**config.mk**
```make
export PLATFORM = sky130hd
export DESIGN_NAME = sm3_hash_compression_core
export DESIGN_NICKNAME = d
export VERILOG_FILES = /design/src/rtl/sm3_pkg.sv /design/src/rtl/sm3_msg_sched.sv /design/src/rtl/sm3_round.sv /design/src/rtl/sm3_hash_compression_core.sv
export SDC_FILE = /design/constraint.sdc
export NUM_CORES = 2
export LEC_CHECK = 0
export BUFFER_PORTS_ARGS = -buffer_cell sky130_fd_sc_hd__buf_4
export CAP_MARGIN = 20
export CORE_ASPECT_RATIO = 0.5
export CORE_MARGIN = 3
export CORE_UTILIZATION = 50
export CTS_BUF_LIST = sky130_fd_sc_hd__clkbuf_8
export DETAILED_ROUTE_END_ITERATION = 7
export GPL_ROUTABILITY_DRIVEN = 0
export PLACE_DENSITY = 0.67
export REMOVE_ABC_BUFFERS = 1
export SYNTH_ARGS = -nofsm -noshare
export SYNTH_HDL_FRONTEND = slang
export SYNTH_SLANG_ARGS = --single-unit
export TNS_END_PERCENT = 1
```
**constraint.sdc**
```tcl
create_clock -name i_clk -period 16.2 [get_ports i_clk]
set_clock_uncertainty 0.2 [all_clocks]
set_input_delay 1.62 -clock i_clk [delete_from_list [all_inputs] [get_ports i_clk]]
set_output_delay 1.62 -clock i_clk [all_outputs]
set_load 0.01 [all_outputs]
```
**src/rtl/sm3_pkg.sv**
```systemverilog
// SM3 shared package: payload structs, sequencer states, SM3 constants
// and rotate/permutation helpers. No dependencies.
`timescale 1ns / 1ps

package sm3_pkg;

    typedef struct packed {
        logic [31:0] message_word;
        logic        start_of_message;
        logic        end_of_message;
    } t_in_item;

    typedef struct packed {
        logic [31:0] digest_word;
        logic [2:0]  digest_index;
        logic        final_word;
    } t_out_item;

    typedef struct packed {
        logic load;    // shift an accepted message word into the window
        logic expand;  // shift the next expanded word into the window
    } t_sched_ctl;

    typedef enum logic [1:0] {
        ST_IDLE,
        ST_COMP,
        ST_FOLD,
        ST_OUT
    } t_state;

    localparam logic [31:0] T_LOW  = 32'h79cc4519;
    localparam logic [31:0] T_HIGH = 32'h7a879d8a;

    localparam logic [7:0][31:0] SM3_IV = {
        32'hb0fb0e4e, 32'he38dee4d, 32'h163138aa, 32'ha96f30bc,
        32'hda8a0600, 32'h172442d7, 32'h4914b2b9, 32'h7380166f
    };

    localparam logic [5:0] LAST_ROUND = 6'd63;
    localparam logic [3:0] LAST_WORD  = 4'd15;
    localparam logic [2:0] LAST_INDEX = 3'd7;

    function automatic logic [31:0] rotl(input logic [31:0] x, input logic [4:0] n);
        logic [63:0] t;
        t = {x, x} << n;
        return t[63:32];
    endfunction

    function automatic logic [31:0] perm0(input logic [31:0] v);
        return v ^ rotl(v, 5'd9) ^ rotl(v, 5'd17);
    endfunction

    function automatic logic [31:0] perm1(input logic [31:0] v);
        return v ^ rotl(v, 5'd15) ^ rotl(v, 5'd23);
    endfunction

endpackage

```
**src/rtl/sm3_msg_sched.sv**
```systemverilog
// SM3 message schedule: 16-word sliding window that holds the block and
// produces W_j and W'_j one round at a time. Depends on sm3_pkg.
`timescale 1ns / 1ps

module sm3_msg_sched
    import sm3_pkg::*;
(
    input  logic        i_clk,
    input  t_sched_ctl  i_ctl,
    input  logic [31:0] i_word,
    output logic [31:0] o_w,
    output logic [31:0] o_wp
);

    logic [15:0][31:0] r_win;   // entry 0 is the oldest word, W_j in a round
    logic [15:0][31:0] n_win;
    logic [31:0]       w_next;

    // W_{j+16} from the window that starts at W_j
    assign w_next = perm1(r_win[0] ^ r_win[7] ^ rotl(r_win[13], 5'd15))
                  ^ rotl(r_win[3], 5'd7) ^ r_win[10];

    always_comb begin
        n_win = r_win;
        priority if (i_ctl.load) begin
            n_win = {i_word, r_win[15:1]};
        end else if (i_ctl.expand) begin
            n_win = {w_next, r_win[15:1]};
        end
    end

    always_ff @(posedge i_clk) begin
        r_win <= n_win;
    end

    assign o_w  = r_win[0];
    assign o_wp = r_win[0] ^ r_win[4];

endmodule

```
**src/rtl/sm3_round.sv**
```systemverilog
// SM3 compression round unit: one round of A..H, reused for all 64 rounds.
// Depends on sm3_pkg.
`timescale 1ns / 1ps

module sm3_round
    import sm3_pkg::*;
(
    input  logic [7:0][31:0] i_regs,   // index 0 is A, 7 is H
    input  logic [5:0]       i_round,
    input  logic [31:0]      i_w,
    input  logic [31:0]      i_wp,
    output logic [7:0][31:0] o_regs
);

    logic        low_half;
    logic [31:0] t_rot;
    logic [31:0] a12;
    logic [31:0] ss1;
    logic [31:0] ss2;
    logic [31:0] ff;
    logic [31:0] gg;
    logic [31:0] tt1;
    logic [31:0] tt2;

    always_comb begin
        low_half = (i_round[5:4] == 2'b00);
        t_rot    = rotl(low_half ? T_LOW : T_HIGH, i_round[4:0]);
        a12      = rotl(i_regs[0], 5'd12);
        ss1      = rotl(a12 + i_regs[4] + t_rot, 5'd7);
        ss2      = ss1 ^ a12;
        if (low_half) begin
            ff = i_regs[0] ^ i_regs[1] ^ i_regs[2];
            gg = i_regs[4] ^ i_regs[5] ^ i_regs[6];
        end else begin
            ff = (i_regs[0] & i_regs[1]) | (i_regs[0] & i_regs[2])
               | (i_regs[1] & i_regs[2]);
            gg = (i_regs[4] & i_regs[5]) | (~i_regs[4] & i_regs[6]);
        end
        tt1 = ff + i_regs[3] + ss2 + i_wp;
        tt2 = gg + i_regs[7] + ss1 + i_w;

        o_regs[0] = tt1;
        o_regs[1] = i_regs[0];
        o_regs[2] = rotl(i_regs[1], 5'd9);
        o_regs[3] = i_regs[2];
        o_regs[4] = perm0(tt2);
        o_regs[5] = i_regs[4];
        o_regs[6] = rotl(i_regs[5], 5'd19);
        o_regs[7] = i_regs[6];
    end

endmodule

```
**src/rtl/sm3_hash_compression_core.sv**
```systemverilog
// SM3 hash compression core, top level: sequencer, chaining value and
// digest output. Depends on sm3_pkg, sm3_msg_sched and sm3_round.
`timescale 1ns / 1ps

// Accepts a padded message one 32-bit big-endian word per item, one item
// per cycle while ready is high. The word that completes a 16-word block
// starts a compression: all rounds run on the single round unit, then A..H
// are folded into the chaining value; ready stays low throughout. A word
// with end_of_message then delivers the eight digest words, most
// significant first, one per cycle at best; no new item is taken until the
// last of them is accepted. start_of_message reloads the SM3 initial value.
// An end on a partial block drops the partial words and reports the current
// chaining value.

module sm3_hash_compression_core
    import sm3_pkg::*;
(
    input  logic      i_clk,
    input  logic      i_rst_n,
    input  logic      i_in_valid,
    output logic      o_in_ready,
    input  t_in_item  i_in_data,
    output logic      o_out_valid,
    input  logic      i_out_ready,
    output t_out_item o_out_data
);

    t_state           r_state, n_state;
    logic [7:0][31:0] r_chain, n_chain;
    logic [7:0][31:0] r_regs, n_regs;
    logic [5:0]       r_round, n_round;
    logic [3:0]       r_count, n_count;
    logic [2:0]       r_idx, n_idx;
    logic             r_end, n_end;

    logic             in_acc;
    logic             out_acc;
    logic [3:0]       eff_count;
    t_sched_ctl       sched_ctl;
    logic [31:0]      w_j;
    logic [31:0]      wp_j;
    logic [7:0][31:0] round_out;

    assign o_in_ready  = (r_state == ST_IDLE);
    assign o_out_valid = (r_state == ST_OUT);
    assign in_acc      = i_in_valid & o_in_ready;
    assign out_acc     = o_out_valid & i_out_ready;

    assign sched_ctl.load   = in_acc;
    assign sched_ctl.expand = (r_state == ST_COMP);

    sm3_msg_sched u_sched (
        .i_clk  (i_clk),
        .i_ctl  (sched_ctl),
        .i_word (i_in_data.message_word),
        .o_w    (w_j),
        .o_wp   (wp_j)
    );

    sm3_round u_round (
        .i_regs  (r_regs),
        .i_round (r_round),
        .i_w     (w_j),
        .i_wp    (wp_j),
        .o_regs  (round_out)
    );

    always_comb begin
        n_state   = r_state;
        n_chain   = r_chain;
        n_regs    = r_regs;
        n_round   = r_round;
        n_count   = r_count;
        n_idx     = r_idx;
        n_end     = r_end;
        eff_count = i_in_data.start_of_message ? 4'd0 : r_count;

        unique case (r_state)
            ST_IDLE: begin
                if (in_acc) begin
                    if (i_in_data.start_of_message) begin
                        n_chain = SM3_IV;
                    end
                    n_end = i_in_data.end_of_message;
                    n_idx = 3'd0;
                    if (eff_count == LAST_WORD) begin
                        // block complete: seed A..H and run the rounds
                        n_count = 4'd0;
                        n_regs  = r_chain;
                        n_round = 6'd0;
                        n_state = ST_COMP;
                    end else if (i_in_data.end_of_message) begin
                        n_count = 4'd0;
                        n_state = ST_OUT;
                    end else begin
                        n_count = eff_count + 4'd1;
                    end
                end
            end
            ST_COMP: begin
                n_regs  = round_out;
                n_round = r_round + 6'd1;
                if (r_round == LAST_ROUND) begin
                    n_state = ST_FOLD;
                end
            end
            ST_FOLD: begin
                n_chain = r_chain ^ r_regs;
                n_state = r_end ? ST_OUT : ST_IDLE;
            end
            ST_OUT: begin
                if (out_acc) begin
                    if (r_idx == LAST_INDEX) begin
                        n_state = ST_IDLE;
                    end else begin
                        n_idx = r_idx + 3'd1;
                    end
                end
            end
            default: begin
                n_state = ST_IDLE;
            end
        endcase
    end

    always_ff @(posedge i_clk) begin
        if (!i_rst_n) begin
            r_state <= ST_IDLE;
            r_chain <= SM3_IV;
            r_count <= 4'd0;
            r_idx   <= 3'd0;
            r_end   <= 1'b0;
        end else begin
            r_state <= n_state;
            r_chain <= n_chain;
            r_count <= n_count;
            r_idx   <= n_idx;
            r_end   <= n_end;
        end
    end

    always_ff @(posedge i_clk) begin
        r_regs  <= n_regs;
        r_round <= n_round;
    end

    assign o_out_data.digest_word  = r_chain[r_idx];
    assign o_out_data.digest_index = r_idx;
    assign o_out_data.final_word   = (r_idx == LAST_INDEX);

endmodule

```
==> results.cfg <==
[sta]
post-route-min-period_ns = 11.13
worstMarginPinSlew_ns = 1.10
finalMaxSlewViolations = 0
fin_ws_ns = 5.07
final_hold_viol_count = 0
finalCritPeriodShare = 0.687
setup_viol_count_final = 0
rsz0062_at_grt = no
relSlewSlack = 0.264
fmax_mhz = 89.8

[clock_network]
cts.sinks = 1040
cts-root-buf = clkbuf_8
cts_buffers = 149
clock_path_buffers = 3
cts_tree = done
cts.repair.resized = 0
post_cts_buffers = 0
h-tree-depth = 4
clk_latency_ns = 0.86
cts.clk_slew.worst_paths_ns = 0.07
cts_hold_buf = 0

[setup_path]
reg2reg_setup_slack_ns = 5.07
critPathRequiredTime_ns = 16.71
cp-start-kind = flop
worst_path_max_delay_cell = clkinv_2
arrival_ns = 11.64
reg2reg_from = r_round[5]$_SDFFCE_PN0P_
cp_max_fo = 53
reg2reg_depth = 32
cp-end-kind = flop
rr_endpoint = r_regs[158]$_DFFE_PP_
cpPeakStageDelay_ns = 1.08
path_class = reg -> reg

[placed_design]
dp.final_hpwl_mm = 112
port_buffers = 75
post-place-ws_ns = 5.24
dpl.cell_count = 6087
postPlaceCellArea_mm2 = 0.0554

[yosys]
synth_area_mm2 = 0.0535
synth-edff-count = 774
syn_area_per_cell_um2 = 11.2
ys_ff_latch = 1040
synth_top_family_by_area = simple AND/OR/NAND/NOR gates
syn_inst = 4765
synth-adder-area-share = 0.0942
synth-simple-area-share = 0.117
synth.mux.area_fraction = 0.0440
ys_types = 78
synth_warnings = 0
ys.flop_type = edfxtp_1
synth_compound_area_frac = 0.0875
synthArstFlopShare = 0
ys_seq_area_frac = 0.534
synth_xor_area_frac = 0.0940

[global_route]
grt_usage = 0.278
grt_pass1_wl_mm = 229
grt_pass1_vias = 35100
grt_max_degree = 200
antenna_found_initial = 6
gr-total-overflow = 0

[routing]
drcViolationCount = 1
drt_iter0_drc = 5461
ant_nets = 0
num_vias = 37600
viasPerCell = 5.91
dr.pass1.iters = 8
wl_mm = 156
routedWlPerCell_um = 24.5

[layout]
multi_input_area_mm2 = 0.0234
postLayoutCoreUtil = 0.552
area.growth.synth_to_final_pct = 8.97
stdcell_count = 6358
fin_area_mm2 = 0.0583
seq_area_mm2 = 0.0286
final_common_cell = nand2_1
finalNetCount = 5149
drive_gt1_frac = 0.0903
layout_common_cells = nand2_1 (982), edfxtp_1 (774), o21ai_0 (319)
final.fill_count = 8958

[run_status]
status = finished with violations
violations = DRC

[worst_hold_path]
worstHoldPathType = reg -> reg
min_path_cells = 0
min_from = u_sched.r_win[71]$_DFFE_PP_
holdPathEnd = u_sched.r_win[39]$_DFFE_PP_

[floorplan]
core_area_mm2 = 0.106
pin_count = 76
start_util = 0.507
fp.dieArea_mm2 = 0.111
die_h_um = 237
die_w_um = 469
std_cell_rows = 84

[flow_run]
cap_viol_max_count = 0
-- cell type report --
class	instances	share of cell area
antenna	1	0.0000429
sequential	1040	0.490
clock inverter	102	0.00940
multi-input combinational	3307	0.402
tap	1419	0.0305
inverter	210	0.0135
timing repair buffer	113	0.0155
clock buffer	166	0.0392
-- flip-flops by register name (all words and copies together), names as in the netlist --
signal,flops
r_round,6
r_state,2
r_regs,256
r_idx,3
r_count,4
u_sched.o_w,32
u_sched.r_win,480
r_end,1
r_chain,256
-- how the worst max path moves through the flow --
stage	from	end	slack, ns	depth (start not counted)
global route	r_round[5]$_SDFFCE_PN0P_	r_regs[29]$_DFFE_PP_	4.37	35
CTS	r_round[5]$_SDFFCE_PN0P_	r_regs[29]$_DFFE_PP_	5.21	35
global placement	r_round[5]$_SDFFCE_PN0P_	r_regs[29]$_DFFE_PP_	5.43	35
detailed placement	r_round[5]$_SDFFCE_PN0P_	r_regs[21]$_DFFE_PP_	5.24	35
finish	r_round[5]$_SDFFCE_PN0P_	r_regs[158]$_DFFE_PP_	5.07	32
floorplan	r_state[1]$_SDFFE_PN0P_	r_regs[0]$_DFFE_PP_	-11.99	3
-- stage by stage --
step           TNS [ns]  hold WS, ns
6_report              0        0.193
4_1_cts               0        0.190
3_5_place_dp          0        0.205
3_3_place_gp          0        0.200
5_1_grt               0        0.198
2_1_floorplan  -7947.05        0.200
-- critical path, delay by kind of cell (launching register included) --
| kind | cells | cell delay, ns |
|---|---|---|
| AOI/OAI and AO/OA | 16 | 3.64 |
| xor gates and xnor gates | 3 | 1.41 |
| adders and majority gates | 5 | 1.95 |
| buffers and inverters | 2 | 1.72 |
| DFF | 1 | 0.49 |
| and+or+nand+nor | 6 | 1.55 |
-- cells in the mapped netlist, types with 39 or more instances --
library cell,instances,area [um2]
mux2_2,39,439
mux4_2,64,1440
inv_1,206,773
o21ai_0,319,1600
dfxtp_1,266,5330
nor3_1,40,200
clkbuf_1,173,649
mux2i_1,47,470
and3_1,125,782
fa_1,188,3760
a21oi_1,279,1400
ha_1,102,1280
nand2_1,984,3690
xnor2_1,282,2470
edfxtp_1,774,23200
a21o_1,52,390
nor2_1,243,912
xor2_1,269,2360
nand3_1,44,220
-- kinds of logic after synthesis --
kind of cell,count (synthesis)
compound gates,809
xor+xnor,560
fa+ha+maj,290
flops,1040
simple gates,1498
mux,150
buf+inv,418
-- per-layer routing --
| metal | track usage | wire (um) | vias up |
|---|---|---|---|
| met5 | 0 | 27 | - |
| met2 | 0.390 | 65000 | 2073 |
| met1 | 0.412 | 66000 | 18600 |
| li1 | - | - | 16600 |
| met3 | 0.0789 | 19000 | 328 |
| met4 | 0.104 | 5860 | 4 |
Power is left out: the tool's default activity adds up to more than one toggle a clock period on the data nets, which glitch-free logic cannot reach.
